===== src/hw/rtl/lru_rt_pkg.sv =====
`default_nettype none
// ----------------------------------------------------------------------------
// lru_rt_pkg
// shared sizes, codes and controller types of the lru replacement tracker
// ----------------------------------------------------------------------------
package lru_rt_pkg;

	localparam int MAX_ENTRIES = 16;
	localparam int KEY_BITS    = 32;
	localparam int PAGE_W      = 32;
	localparam int CAP_W       = 5;
	localparam int IDX_W       = $clog2(MAX_ENTRIES);
	localparam int RANK_W      = IDX_W;
	localparam int CNT_W       = $clog2(MAX_ENTRIES + 1);
	localparam int CMP_W       = (CNT_W > CAP_W) ? CNT_W : CAP_W;

	localparam logic [CAP_W-1:0] CAP_RESET = CAP_W'(16);

	localparam logic REQ_INSERT = 1'b0;
	localparam logic REQ_TOUCH  = 1'b1;

	typedef enum logic [1:0] {
		ST_IDLE,
		ST_LOOKUP,
		ST_UPDATE
	} state_t;

	typedef struct packed {
		logic load;
		logic lookup;
		logic commit;
	} dp_cmd_t;

endpackage
`default_nettype wire


===== src/hw/rtl/lru_rt_ctrl.sv =====
`default_nettype none
// ----------------------------------------------------------------------------
// lru_rt_ctrl
// sequencer: accept a word, compare cycle, update cycle, result handshake
// ----------------------------------------------------------------------------
module lru_rt_ctrl (
	input  wire                logic clk,
	input  wire                logic arst_n,
	input  wire                logic in_valid,
	output logic               in_ready,
	output logic               out_valid,
	input  wire                logic out_ready,
	output lru_rt_pkg::dp_cmd_t cmd
);

	lru_rt_pkg::state_t state_q;
	lru_rt_pkg::state_t state_d;
	logic               out_valid_q;
	logic               commit;

	always_comb begin
		state_d = state_q;
		case (state_q)
			lru_rt_pkg::ST_IDLE: begin
				if (in_valid) begin
					state_d = lru_rt_pkg::ST_LOOKUP;
				end
			end
			lru_rt_pkg::ST_LOOKUP: begin
				state_d = lru_rt_pkg::ST_UPDATE;
			end
			lru_rt_pkg::ST_UPDATE: begin
				if (commit) begin
					state_d = lru_rt_pkg::ST_IDLE;
				end
			end
			default: begin
				state_d = lru_rt_pkg::ST_IDLE;
			end
		endcase
	end

	always_comb begin
		in_ready   = 1'b0;
		commit     = 1'b0;
		cmd.lookup = 1'b0;
		case (state_q)
			lru_rt_pkg::ST_IDLE: begin
				in_ready = 1'b1;
			end
			lru_rt_pkg::ST_LOOKUP: begin
				cmd.lookup = 1'b1;
			end
			lru_rt_pkg::ST_UPDATE: begin
				commit = !out_valid_q || out_ready;
			end
			default: begin
				in_ready = 1'b0;
			end
		endcase
		cmd.load   = in_valid && in_ready;
		cmd.commit = commit;
		out_valid  = out_valid_q;
	end

	always_ff @(posedge clk or negedge arst_n) begin
		if (!arst_n) begin
			state_q     <= lru_rt_pkg::ST_IDLE;
			out_valid_q <= 1'b0;
		end else begin
			state_q <= state_d;
			if (commit) begin
				out_valid_q <= 1'b1;
			end else if (out_ready) begin
				out_valid_q <= 1'b0;
			end
		end
	end

endmodule
`default_nettype wire


===== src/hw/rtl/lru_rt_dp.sv =====
`default_nettype none
// ----------------------------------------------------------------------------
// lru_rt_dp
// key slots with recency ranks, parallel key compare, victim and free slot
// selection, rank update and result register
// ----------------------------------------------------------------------------
module lru_rt_dp (
	input  wire                 logic clk,
	input  wire                 logic arst_n,
	input  wire                 lru_rt_pkg::dp_cmd_t cmd,
	input  wire                 logic cfg_we,
	input  wire                 logic [lru_rt_pkg::CAP_W-1:0] cfg_wdata,
	input  wire                 logic req_type,
	input  wire                 logic [lru_rt_pkg::PAGE_W-1:0] page_key,
	output logic                found,
	output logic                evicted,
	output logic [lru_rt_pkg::PAGE_W-1:0] evicted_key
);

	logic [lru_rt_pkg::CAP_W-1:0]    capacity_q;
	logic                            req_q;
	logic [lru_rt_pkg::KEY_BITS-1:0] key_q;

	logic [lru_rt_pkg::KEY_BITS-1:0] key_store_q [lru_rt_pkg::MAX_ENTRIES];
	logic [lru_rt_pkg::MAX_ENTRIES-1:0] valid_q;
	logic [lru_rt_pkg::RANK_W-1:0]   rank_q [lru_rt_pkg::MAX_ENTRIES];
	logic [lru_rt_pkg::CNT_W-1:0]    count_q;

	logic                            hit_q;
	logic                            evict_q;
	logic [lru_rt_pkg::IDX_W-1:0]    hit_idx_q;
	logic [lru_rt_pkg::IDX_W-1:0]    victim_idx_q;
	logic [lru_rt_pkg::IDX_W-1:0]    free_idx_q;

	logic                            found_q;
	logic                            evicted_q;
	logic [lru_rt_pkg::PAGE_W-1:0]   evicted_key_q;

	logic [lru_rt_pkg::MAX_ENTRIES-1:0] match;
	logic [lru_rt_pkg::MAX_ENTRIES-1:0] avail_mask;
	logic                            hit;
	logic                            evict;
	logic [lru_rt_pkg::IDX_W-1:0]    hit_idx;
	logic [lru_rt_pkg::IDX_W-1:0]    victim_idx;
	logic [lru_rt_pkg::IDX_W-1:0]    free_idx;
	logic [lru_rt_pkg::CMP_W-1:0]    cap_ext;
	logic [lru_rt_pkg::CMP_W-1:0]    eff_cap;
	logic [lru_rt_pkg::CNT_W-1:0]    lru_rank;
	logic                            do_insert;

	// compare cycle
	always_comb begin
		for (int i = 0; i < lru_rt_pkg::MAX_ENTRIES; i++) begin
			match[i] = valid_q[i] && (key_store_q[i] == key_q);
		end
		hit     = |match;
		hit_idx = '0;
		for (int i = lru_rt_pkg::MAX_ENTRIES - 1; i >= 0; i--) begin
			if (match[i]) begin
				hit_idx = lru_rt_pkg::IDX_W'(i);
			end
		end

		cap_ext = lru_rt_pkg::CMP_W'(capacity_q);
		if (cap_ext == '0) begin
			eff_cap = lru_rt_pkg::CMP_W'(1);
		end else if (cap_ext > lru_rt_pkg::CMP_W'(lru_rt_pkg::MAX_ENTRIES)) begin
			eff_cap = lru_rt_pkg::CMP_W'(lru_rt_pkg::MAX_ENTRIES);
		end else begin
			eff_cap = cap_ext;
		end
		evict = !hit && (req_q == lru_rt_pkg::REQ_INSERT)
			&& (lru_rt_pkg::CMP_W'(count_q) >= eff_cap);

		// oldest valid slot holds rank count-1
		lru_rank   = count_q - lru_rt_pkg::CNT_W'(1);
		victim_idx = '0;
		for (int i = lru_rt_pkg::MAX_ENTRIES - 1; i >= 0; i--) begin
			if (valid_q[i] && (lru_rt_pkg::CNT_W'(rank_q[i]) == lru_rank)) begin
				victim_idx = lru_rt_pkg::IDX_W'(i);
			end
		end

		avail_mask = ~valid_q;
		if (evict) begin
			avail_mask[victim_idx] = 1'b1;
		end
		free_idx = '0;
		for (int i = lru_rt_pkg::MAX_ENTRIES - 1; i >= 0; i--) begin
			if (avail_mask[i]) begin
				free_idx = lru_rt_pkg::IDX_W'(i);
			end
		end
	end

	assign do_insert = !hit_q && (req_q == lru_rt_pkg::REQ_INSERT);

	always_ff @(posedge clk or negedge arst_n) begin
		if (!arst_n) begin
			capacity_q <= lru_rt_pkg::CAP_RESET;
			valid_q    <= '0;
			count_q    <= '0;
			for (int i = 0; i < lru_rt_pkg::MAX_ENTRIES; i++) begin
				rank_q[i] <= '0;
			end
		end else begin
			if (cfg_we) begin
				capacity_q <= cfg_wdata;
			end
			if (cmd.commit) begin
				if (hit_q) begin
					for (int i = 0; i < lru_rt_pkg::MAX_ENTRIES; i++) begin
						if (valid_q[i] && (rank_q[i] < rank_q[hit_idx_q])) begin
							rank_q[i] <= rank_q[i] + lru_rt_pkg::RANK_W'(1);
						end
					end
					rank_q[hit_idx_q] <= '0;
				end else if (do_insert) begin
					for (int i = 0; i < lru_rt_pkg::MAX_ENTRIES; i++) begin
						if (valid_q[i]
							&& !(evict_q && (victim_idx_q == lru_rt_pkg::IDX_W'(i)))) begin
							rank_q[i] <= rank_q[i] + lru_rt_pkg::RANK_W'(1);
						end
					end
					if (evict_q) begin
						valid_q[victim_idx_q] <= 1'b0;
						rank_q[victim_idx_q]  <= '0;
						count_q               <= count_q;
					end else begin
						count_q <= count_q + lru_rt_pkg::CNT_W'(1);
					end
					valid_q[free_idx_q] <= 1'b1;
					rank_q[free_idx_q]  <= '0;
				end
			end
		end
	end

	always_ff @(posedge clk) begin
		if (cmd.load) begin
			req_q <= req_type;
			key_q <= lru_rt_pkg::KEY_BITS'(page_key);
		end
		if (cmd.lookup) begin
			hit_q        <= hit;
			hit_idx_q    <= hit_idx;
			evict_q      <= evict;
			victim_idx_q <= victim_idx;
			free_idx_q   <= free_idx;
		end
		if (cmd.commit) begin
			found_q   <= hit_q;
			evicted_q <= evict_q;
			if (evict_q) begin
				evicted_key_q <= lru_rt_pkg::PAGE_W'(key_store_q[victim_idx_q]);
			end else begin
				evicted_key_q <= '0;
			end
			if (do_insert) begin
				key_store_q[free_idx_q] <= key_q;
			end
		end
	end

	assign found       = found_q;
	assign evicted     = evicted_q;
	assign evicted_key = evicted_key_q;

endmodule
`default_nettype wire


===== src/hw/rtl/lru_replacement_tracker_core.sv =====
`default_nettype none
// ----------------------------------------------------------------------------
// lru_replacement_tracker_core
// least recently used replacement list of page keys
// ----------------------------------------------------------------------------
// Each word passes three steps: the acceptance edge, a compare state in which
// all slots compare the key in parallel and the victim and free slots are
// picked, and an update state that shifts the recency ranks and loads the
// result register. The sequencer handles one word at a time; a word is
// accepted while the previous result still waits, and its update state holds
// until that result is taken. The user must write capacity through cfg_we /
// cfg_wdata only while idle; the block itself does not enforce this. Lowering
// it below the current count drops keys only on later inserts.
// ----------------------------------------------------------------------------
module lru_replacement_tracker_core (
	input  wire  logic clk,
	input  wire  logic arst_n,
	input  wire  logic cfg_we,
	input  wire  logic [lru_rt_pkg::CAP_W-1:0] cfg_wdata,
	input  wire  logic in_valid,
	output logic in_ready,
	input  wire  logic req_type,
	input  wire  logic [lru_rt_pkg::PAGE_W-1:0] page_key,
	output logic out_valid,
	input  wire  logic out_ready,
	output logic found,
	output logic evicted,
	output logic [lru_rt_pkg::PAGE_W-1:0] evicted_key
);

	lru_rt_pkg::dp_cmd_t cmd;

	lru_rt_ctrl u_ctrl (
		.clk       (clk),
		.arst_n    (arst_n),
		.in_valid  (in_valid),
		.in_ready  (in_ready),
		.out_valid (out_valid),
		.out_ready (out_ready),
		.cmd       (cmd)
	);

	lru_rt_dp u_dp (
		.clk         (clk),
		.arst_n      (arst_n),
		.cmd         (cmd),
		.cfg_we      (cfg_we),
		.cfg_wdata   (cfg_wdata),
		.req_type    (req_type),
		.page_key    (page_key),
		.found       (found),
		.evicted     (evicted),
		.evicted_key (evicted_key)
	);

endmodule
`default_nettype wire


===== config.mk =====
export PLATFORM = sky130hd
export DESIGN_NAME = lru_replacement_tracker_core
export DESIGN_NICKNAME = d
export VERILOG_FILES = /design/src/hw/rtl/lru_rt_pkg.sv /design/src/hw/rtl/lru_rt_ctrl.sv /design/src/hw/rtl/lru_rt_dp.sv /design/src/hw/rtl/lru_replacement_tracker_core.sv
export SDC_FILE = /design/constraint.sdc
export NUM_CORES = 1
export LEC_CHECK = 0
export ABC_AREA = 1
export BUFFER_PORTS_ARGS = -buffer_cell sky130_fd_sc_hd__buf_4
export CAP_MARGIN = 10
export CORE_MARGIN = 10
export CORE_UTILIZATION = 41
export DETAILED_ROUTE_END_ITERATION = 7
export HOLD_SLACK_MARGIN = 0.12
export PLACE_DENSITY_LB_ADDON = 0.12
export SETUP_SLACK_MARGIN = 0.1
export SYNTH_ARGS = -nofsm -noshare
export SYNTH_HDL_FRONTEND = slang
export SYNTH_HIERARCHICAL = 1
export SYNTH_SLANG_ARGS = --single-unit

===== constraint.sdc =====
create_clock -name clk -period 5.2 [get_ports clk]
set_input_delay 0.52 -clock clk [delete_from_list [all_inputs] [get_ports clk]]
set_output_delay 0.52 -clock clk [all_outputs]
set_load 0.005 [all_outputs]

======== Word-level counts from Yosys, hierarchy flattened ========
Memory sizes are Yosys's and may differ from the RTL's. A register that Yosys moved wholly into a read port is not among the register bits.
Index checks and enable logic that the tools add are counted.
word-level totals
  register bits after elaboration ......... 142
  memory bits (writable) .................. 512
  word-level logic and storage cells ...... 477
  input port bits ......................... 43
  memories kept ........................... 1
memories
  memory            words  bits a word  read ports  clocked after memory_dff  wr ports  RTL line         source
  u_dp.key_store_q  16     32           17          1                         1         lru_rt_dp.sv:24  logic [lru_rt_pkg::KEY_BITS-1:0] key_store_q [lru_rt_pkg::MAX_ENTRIES];
cells by class
  add/sub/neg operators ................... 18
  magnitude comparators ................... 30
  reductions and logical operators ........ 127
  bitwise logic cells ..................... 17
  equal/unequal tests ..................... 51
  mux-type cells .......................... 197
operator list
  kind                                                                    count
  4-bit 2-to-1 mux                                                        149
  32-bit equality test                                                    16
  64-bit 2-to-1 mux                                                       6
  64-bit bitwise AND                                                      3
  64-bit NOT                                                              3
  1-bit logical AND                                                       90
  4-bit by 5-bit equality test with 1-bit output                          16
  16-bit 2-to-1 mux                                                       5
  4-bit by 1-bit adder with 4-bit output (second input constant)          16
  4-bit < comparator                                                      16
  4-bit demux with 4-bit select                                           3
  4-bit equality test (second input constant)                             8
  16-bit NOT                                                              2
  16-bit bitwise OR                                                       2
  3-bit 2-to-1 mux                                                        8
  1-bit zero test                                                         20
  16-bit bitwise AND                                                      1
  4-bit binary-select mux with 4-bit select                               1
  4-bit by 3-bit equality test with 1-bit output (second input constant)  4
  16-bit OR reduction                                                     1
  8-bit OR reduction                                                      2
  5-bit >= comparator (second input constant)                             3
  4-bit by 5-bit < comparator with 1-bit output (second input constant)   3
  5-bit by 1-bit < comparator with 1-bit output (second input constant)   3
  other kinds (28)                                                        59

======== Longest topological paths before layout ========
Gate-level depths: netlist of run 1.
  depth after elaboration ................. 40
  gate-level depth with buffers ........... 41

======== Modules after synthesis ========
Netlist of run 1, hierarchy kept.
by module, submodules not included
  module       instances  area each (µm²)  cells an instance
  lru_rt_dp    1          37472.2          3815
  lru_rt_ctrl  1          150.1            19

======== Worst setup path after synthesis of run 1 ========
No wires, ideal clock.
  path type ............................... input port to flip-flop
  start ................................... in out_ready
  end ..................................... mem u_dp/key_store_q[14][0] (netlist bit) (enable)
  setup time .............................. 0.464 ns
  stages .................................. 8
  path buffers ............................ 2
  data arrival time ....................... 4.286 ns
  setup slack ............................. 0.451 ns
  path through ............................ nor2_1 -> nor2_1 -> buf_4 -> inv_1 -> nor3_1 -> inv_1 -> clkbuf_1 -> nor3_1
on the way
  word-level cells in the longest chain between the ends .. 4
RTL lines
  element                                 RTL line                            source
  start: declaration                      lru_replacement_tracker_core.sv:25  input wire logic out_ready,
  1-bit logical OR                        lru_rt_ctrl.sv:55                   commit = !out_valid_q || out_ready;
  1-bit 2-to-1 mux                        lru_rt_ctrl.sv:47                   case (state_q)
  net u_ctrl.commit                       lru_rt_ctrl.sv:19                   logic commit;
  1-bit 2-to-1 mux                        lru_rt_dp.sv:151                    if (cmd.commit) begin
  1-bit 2-to-1 mux (implied by the code)  lru_rt_dp.sv:160                    key_store_q[free_idx_q] <= key_q;
  end: declaration                        lru_rt_dp.sv:24
The timed path passes the listed nets, and every way through them passes these cells.

======== Final worst setup path of run 1 ========
  start ................................... reg u_dp/hit_idx_q[0] (netlist bit)
  end ..................................... reg u_dp/rank_q[2] (netlist bit)
on the way
  word-level cells in the longest chain between the ends .. 11
  elaborated cells on any way between the ends .. 17
  those cells by class .................... order compare: 3; mux: 9; bitwise: 3; reduce/logical: 2
RTL lines
  element                                               RTL line                            source
  start: declaration                                    lru_rt_dp.sv:31                     logic [lru_rt_pkg::IDX_W-1:0] hit_idx_q;
  start signal: assignment                              lru_rt_dp.sv:146                    hit_idx_q <= hit_idx;
  4-bit NOT with 5-bit output (implied by the code) *   lru_rt_dp.sv:113, lru_rt_dp.sv:117
  4-bit binary-select mux with 4-bit select             lru_rt_dp.sv:113                    if (valid_q[i] && (rank_q[i] < rank_q[hit_idx_q])) begin
  4-bit 2-to-1 mux (implied by the code) (2 in series)  lru_rt_dp.sv:113
  4-bit < comparator                                    lru_rt_dp.sv:113
  1-bit logical AND                                     lru_rt_dp.sv:113
  4-bit 2-to-1 mux                                      lru_rt_dp.sv:113
  4-bit 2-to-1 mux                                      lru_rt_dp.sv:111                    if (hit_q) begin
  4-bit 2-to-1 mux                                      lru_rt_dp.sv:110                    if (cmd.commit) begin
  64-bit bitwise AND (no source line) *                 --
  64-bit 2-to-1 mux *                                   lru_rt_dp.sv:111
  end signal: indexed assignment                        lru_rt_dp.sv:114                    rank_q[i] <= rank_q[i] + lru_rt_pkg::RANK_W'(1);
  end signal: indexed assignment                        lru_rt_dp.sv:122                    rank_q[i] <= rank_q[i] + lru_rt_pkg::RANK_W'(1);
  end: declaration                                      lru_rt_dp.sv:26                     logic [lru_rt_pkg::RANK_W-1:0] rank_q [lru_rt_pkg::MAX_ENTRIES];
Every way passes the cells marked *; elsewhere a longest branch is shown, timed or not. The select of a mux whose other input is x is not followed.
A chain may end at the register's enable or synchronous reset.

==> flow_metrics.py, run 1 <==
metrics = {
    "min_path": {
        "whs_path_depth": 2,
        "hp-start": "cfg_we",
        "min_path_type": "primary input to flip-flop",
    },
    "route": {
        "drtPass1Iterations": 8,
        "wl_per_cell_microns": 33.6,
        "top_layer": "met5",
        "wl_met2_microns": 78200,
        "antenna_left": 0,
        "viasPerCell": 6.31,
        "route.vias.total": 32869,
        "drc": 0,
        "wl_microns": 175000,
        "drt_iter0_drc": 4609,
        "wl_met1_microns": 65200,
        "wl_met3_microns": 16900,
    },
    "critical_path": {
        "end_kind": "flip-flop",
        "crit_path_start_kind": "flip-flop",
        "reg2regPathDepth": 13,
        "worstPathRequired_ns": 5.69,
        "crit_type": "flip-flop to flip-flop",
        "cp_max_fo": 15,
        "crit_path_start": "u_dp/hit_idx_q[0]$_SDFFCE_PP0P_",
        "r2r_start": "u_dp/hit_idx_q[0]$_SDFFCE_PP0P_",
        "cp.arrival_ns": 5.23,
    },
    "sta": {
        "tightest_slew_ns": 1.26,
        "period_minus_slack_ns": 4.74,
        "final_hold_viol_count": 0,
        "setup_viol": 0,
        "rsz0062_at_grt": "false",
        "maxSlewHeadroom_pct": 15.7,
        "setup_tns_ns": 0,
        "finalMaxSlewViolations": 0,
        "fmax_ghz": 0.211,
        "skew_ns": 0.0484,
        "hold_ws_ns": 0.160,
        "worst_slack_ns": 0.465,
        "fin_crit_sh_pct": 91.1,
    },
    "clock_network": {
        "worstSkewPairLatency_ns": 0.69,
        "postCtsSetupBuffers": 0,
        "cts.clk_slew.worst_paths_ns": 0.06,
        "clock-sinks": 686,
        "cts-root-buf": "clkbuf_16",
        "cts_max_path_buffers": 3,
        "cts_inserted_buffers": 82,
        "cts_tree": "done",
        "htree_levels": 3,
    },
    "floorplanning": {
        "start_util_pct": 41.2,
        "dieArea_sq_mm": 0.104,
        "die_h_microns": 323,
        "die_x_microns": 323,
        "core_area_sq_mm": 0.0914,
        "rows": 111,
        "io_pins": 79,
    },
    "synthesis": {
        "synthDistinctLibCells": 64,
        "synthCells": 3834,
        "async_flop_share_pct": 13.6,
        "seq_area_frac_synth_pct": 53.5,
        "synth_top_cell_by_area": "edfxtp_1",
        "synth_top_area_share_pct": 47.3,
        "netlist_area_sq_mm": 0.0376,
        "syn-mean-instance-area_sq_um": 9.81,
        "synth.area.top_cells": "edfxtp_1, dfrtp_1, nand2_1, a22oi_1, xor2_1",
        "synth_ff_type": "edfxtp_1",
        "yosysWarningCount": 6,
        "synth-edff-count": 593,
        "ys_ff_latch": 686,
        "syn_nets": 3948,
    },
    "place": {
        "gp_congestion": 1.06,
        "dp_slack_ns": 0.676,
        "io_buffers": 78,
        "dp_hpwl_microns": 126000,
        "dp_cells": 5008,
        "placed_area_sq_mm": 0.0398,
    },
    "pwr": {
        "power_mw": 24.3,
        "leakage_nw": 16.2,
        "ir_drop_mv": 0.329,
        "power_density_mw_per_mm2": 564,
    },
    "global_routing": {
        "grt_pass1_vias": 31160,
        "grt_pass1_wl_microns": 243000,
        "antenna_found_initial": 7,
        "grt_max_degree": 87,
        "gr-total-overflow": 0,
        "track_usage_pct": 32.9,
    },
    "cells_and_area": {
        "fin_util_pct": 47.2,
        "stdcell_count": 5209,
        "drive_gt1_share_pct": 9.65,
        "area_delta_synth_final_pct": 14.7,
        "finalInstanceArea_sq_mm": 0.0431,
        "nets": 4069,
        "n_fill_cell": 8649,
    },
    "flow_run": {
        "maxCapViolCount": 0,
    },
    "run_status": {
        "status": "completed",
    },
}
[layout make-up]
cell class	instances	area, sq um	area share, %
antenna	1	2.50	0.00580
multi-input combinational	2587	15400	35.6
clock buffer	103	2190	5.08
clock inverter	48	668	1.55
sequential	686	20100	46.7
inverter	365	1380	3.19
tap	1186	1480	3.44
timing repair buffer	233	1920	4.46
[worst paths after layout]
kind                                                  to  slack [ns]
max in group asynchronous    u_dp/rank_q[13]$_DFFE_PN0P_        3.59
min reg2reg                u_ctrl/state_q[0]$_DFFE_PN0P_        0.56
min                          u_dp/cap_ext[1]$_DFFE_PN0P_        0.16
min in group asynchronous    u_dp/rank_q[36]$_DFFE_PN0P_        0.43
max reg2reg                   u_dp/rank_q[2]$_DFFE_PN0P_        0.46
max                           u_dp/rank_q[2]$_DFFE_PN0P_        0.46
[synthesized netlist by cell type, types with 2 or more instances]
master / n
nand2_1: 612
edfxtp_1: 593
inv_1: 334
nor2_1: 326
a22oi_1: 215
o21ai_0: 182
xor2_1: 173
nand3_1: 157
o22ai_1: 156
clkbuf_1: 114
a21oi_1: 112
xnor2_1: 108
dfrtp_1: 92
o211ai_1: 92
ha_1: 71
a31oi_1: 65
o221ai_1: 51
nor3_1: 48
buf_2: 47
nor4_1: 34
a211oi_1: 30
nand4_1: 27
buf_4: 22
inv_2: 22
a41oi_1: 20
o21a_1: 20
a22o_1: 18
buf_1: 8
clkinv_1: 8
o2111ai_1: 8
nand3b_1: 6
o41a_1: 6
a221oi_1: 5
or2_2: 5
buf_6: 4
nand2_2: 4
nor2_2: 4
nand2_4: 3
nor3b_1: 3
a2111oi_0: 2
nor3_2: 2
o21bai_1: 2
o31ai_1: 2
[state kept, by name, indices dropped and copies added (netlist names)]
signal             cells
u_dp/evicted           1
u_dp/victim_idx_q      4
u_dp/rank_q           64
u_dp/req_q             1
u_ctrl/state_q         2
u_dp/hit_idx_q         4
u_dp/count_q           5
u_dp/hit_q             1
u_ctrl/out_valid       1
u_dp/found             1
u_dp/key_store_q     512
u_dp/evicted_key      32
u_dp/key_q            32
u_dp/valid_q          16
u_dp/evict_q           1
u_dp/free_idx_q        4
u_dp/cap_ext           5
[report_power, final]
group          total [mW]  leakage (nW)  internal, mW  switching [mW]
Sequential           7.52          6.37          6.67           0.845
Clock                6.24          1.39          3.71            2.53
Combinational        10.6          8.49          3.24            7.31
[logic make-up (layout without fill, tap and decap cells)]
group           after synthesis  count (layout)  synth area share [%]
simple gates               1236            1236                  13.8
compound gates              998             998                  17.7
flops                       686             686                  53.5
buf+inv                     561             749                  6.06
xor+xnor                    281             281                  6.54
fa+ha+maj                    71              71                  2.36
mux                           1               1                0.0299
other cells                   0               1                     0
[layout by cell type (no fill, tap or decap), types with 8 or more instances in the layout]
| master | count |
|---|---|
| clkinv_1 | 17 |
| nor4_1 | 34 |
| o21ai_0 | 182 |
| inv_1 | 331 |
| ha_1 | 71 |
| a211oi_1 | 30 |
| nand2_1 | 610 |
| nand4_1 | 27 |
| nor2_1 | 317 |
| xnor2_1 | 108 |
| a21oi_1 | 111 |
| a22oi_1 | 215 |
| xor2_1 | 173 |
| edfxtp_1 | 593 |
| buf_4 | 180 |
| inv_2 | 24 |
| a22o_1 | 18 |
| clkbuf_16 | 84 |
| o221ai_1 | 51 |
| a31oi_1 | 65 |
| o2111ai_1 | 8 |
| nor3_2 | 11 |
| clkinv_2 | 17 |
| dlygate4sd3_1 | 49 |
| dfrtp_1 | 92 |
| a41oi_1 | 20 |
| o211ai_1 | 92 |
| nand3_1 | 157 |
| bufinv_16 | 14 |
| nor2_4 | 8 |
| clkbuf_1 | 17 |
| o22ai_1 | 156 |
| o21a_1 | 20 |
| nor3_1 | 39 |
[critical path, stage by stage, from the launching register on]
cell,delay (ns)
edfxtp_1,0.54
clkinv_1,0.32
nor2_1,1.02
inv_1,0.42
o22ai_1,0.29
o21ai_0,0.22
nand2_1,0.16
a221oi_2,0.05
buf_4,0.26
ha_1,0.33
a211oi_1,0.38
nand2_1,0.24
o211ai_1,0.21
a31oi_1,0.09
[repair_timing]
| action | in CTS | in global routing |
|---|---|---|
| gates resized for setup | 0 | 0 |
| hold buffers | 49 | 0 |
| endpoints found under the hold margin | 83 | 0 |
[metal layers]
layer  GRT usage [%]  up-vias
met3            6.90      514
met2            50.9     2118
met1            40.7    16119
met5               0        -
met4            23.3        4
li1                -    14114
No activity file was read; power rests on OpenSTA's default activity.
==> inputs of run 2 (changes only) <==
--- a/config.mk
+++ b/config.mk
@@ -13,6 +13,7 @@
 export DETAILED_ROUTE_END_ITERATION = 7
 export HOLD_SLACK_MARGIN = 0.12
 export PLACE_DENSITY_LB_ADDON = 0.12
+export RECOVER_POWER = 25
 export SETUP_SLACK_MARGIN = 0.1
 export SYNTH_ARGS = -nofsm -noshare
 export SYNTH_HDL_FRONTEND = slang
==> flow_metrics.py, run 2 (synthesis gave the netlist of run 1 again) <==
metrics = {
    "critical_path": {
        "reg2regPathDepth": 28,
        "crit_type": "flip-flop to flip-flop",
        "reg2reg_slack_ns": 0.31,
        "end_kind": "flip-flop",
        "worstPathRequired_ns": 5.61,
        "slowest_stage": "clkbuf_1",
        "crit_path_start_kind": "flip-flop",
        "r2r_start": "u_dp/key_q[5]$_DFFE_PP_",
        "cpPeakStageDelay_ns": 1.38,
        "cpMostUsedCell": "nand2_1",
        "cp_max_fo": 25,
        "r2r_end": "u_dp/free_idx_q[0]$_SDFFCE_PP0P_",
        "cp.arrival_ns": 5.30,
    },
    "sta": {
        "fmax_ghz": 0.204,
        "skew_ns": 0.0455,
        "period_minus_slack_ns": 4.89,
        "setup_viol": 0,
        "finalMaxSlewViolations": 173,
        "setup_tns_ns": 0,
        "hold_ws_ns": 0.158,
        "final_hold_viol_count": 0,
        "fin_crit_sh_pct": 94.1,
        "worst_slack_ns": 0.307,
        "tightest_slew_ns": 2.72,
        "rsz0062_at_grt": "false",
        "maxSlewHeadroom_pct": -81.3,
    },
    "pwr": {
        "leakage_nw": 16.2,
        "ir_drop_mv": 0.326,
        "power_density_mw_per_mm2": 564,
    },
    "floorplanning": {
        "dieArea_sq_mm": 0.104,
        "start_util_pct": 41.2,
        "io_pins": 79,
        "die_x_microns": 323,
        "core_area_sq_mm": 0.0914,
        "rows": 111,
        "die_h_microns": 323,
    },
    "route": {
        "route.vias.total": 32773,
        "antenna_left": 0,
        "viasPerCell": 6.29,
        "drtPass1Iterations": 8,
        "wl_microns": 175000,
        "drc": 2,
        "drt_iter0_drc": 4670,
        "wl_per_cell_microns": 33.6,
    },
    "min_path": {
        "hp-start": "cfg_we",
        "hold-path-endpoint": "u_dp/cap_ext[1]$_DFFE_PN0P_",
        "min_path_type": "primary input to flip-flop",
        "whs_path_depth": 2,
    },
    "clock_network": {
        "cts_tree": "done",
        "worstSkewPairLatency_ns": 0.69,
        "htree_levels": 3,
        "cts-root-buf": "clkbuf_16",
        "cts.clk_slew.worst_paths_ns": 0.06,
        "postCtsSetupBuffers": 0,
        "clock-sinks": 686,
        "cts_max_path_buffers": 3,
        "cts_resized": 0,
        "cts_inserted_buffers": 82,
    },
    "place": {
        "io_buffers": 78,
        "dp_slack_ns": 0.676,
        "dp_hpwl_microns": 126000,
        "gp_congestion": 1.06,
        "dp_cells": 5008,
    },
    "global_routing": {
        "grt_max_degree": 87,
        "antenna_found_initial": 7,
        "grt_pass1_vias": 31160,
        "gr-total-overflow": 0,
        "grt_pass1_wl_microns": 243000,
        "track_usage_pct": 32.9,
    },
    "cells_and_area": {
        "nets": 4069,
        "final_common_cell": "nand2_1",
        "drive_gt1_share_pct": 9.17,
        "area_delta_synth_final_pct": 14.5,
        "stdcell_count": 5213,
        "fin_util_pct": 47.1,
        "largest_reg_flops": 512,
        "final_cell_mix": "nand2_1, edfxtp_1, inv_1",
        "top_register": "u_dp/key_store_q",
        "largest_registers": "u_dp/key_store_q x512, u_dp/rank_q x64",
    },
    "run_status": {
        "status": "finished, violations left",
        "violations": "design-rule violations, max-capacitance violations, max-slew violations",
    },
    "flow_run": {
        "maxCapViolCount": 6,
    },
}
-- run 2: metrics by stage --
step                power (mW)  instance area [sq um]
detailed placement        17.8                  39800
global placement          17.8                  39800
global route              25.4                  43100
finish                    24.3                  43100
CTS                       24.0                  43100
floorplan                 14.0                  37600
-- run 2: critical path: cells and delay by family, from the launching register on --
family / cells / cell delay, ns
and+or+nand+nor: 23 / 2.48
buffers and inverters: 3 / 1.54
DFF: 1 / 0.37
AOI/OAI and AO/OA: 2 / 0.20
-- run 2: per-layer routing --
layer,share of wire [%],vias to the layer above,GRT usage (%)
met4,8.5,2,23.3
met2,45,2045,50.9
met5,0.0074,-,0
li1,-,14109,-
met3,9.5,508,6.90
met1,37,16109,40.7
-- run 2: area by class of cell --
cell class | instances | area [sq um]
Antenna cell | 5 | 12.5
Clock buffer | 103 | 2190
Clock inverter | 48 | 668
Fill cell | 8659 | 48300
Inverter | 365 | 1380
Multi-Input combinational cell | 2587 | 15400
Sequential cell | 686 | 20100
Tap cell | 1186 | 1480
Timing Repair Buffer | 233 | 1850
-- run 2: power breakdown --
group	leakage [nW]	internal (mW)	switching, mW
registers	6.37	6.68	0.849
logic	8.42	3.23	7.30
clock network	1.39	3.71	2.52
-- run 2: worst max path at each step --
stage | start | to | slack [ns] | depth (start not counted)
finish | u_dp/key_q[5]$_DFFE_PP_ | u_dp/free_idx_q[0]$_SDFFCE_PP0P_ | 0.31 | 28
floorplan | out_ready | u_dp/key_store_q[14][0]$_DFFE_PP_ | 0.45 | 8
global placement | u_dp/key_q[15]$_DFFE_PP_ | u_dp/free_idx_q[0]$_SDFFCE_PP0P_ | 0.75 | 28
global route | u_dp/key_q[24]$_DFFE_PP_ | u_dp/free_idx_q[0]$_SDFFCE_PP0P_ | 0.21 | 30
detailed placement | u_dp/hit_idx_q[0]$_SDFFCE_PP0P_ | u_dp/rank_q[2]$_DFFE_PN0P_ | 0.68 | 13
CTS | u_dp/hit_idx_q[0]$_SDFFCE_PP0P_ | u_dp/rank_q[2]$_DFFE_PN0P_ | 0.67 | 13
-- run 2: repair_timing --
action	CTS	global route
endpoints found under the hold margin	83	0
hold buffers	49	0
setup endpoints to repair	0	0
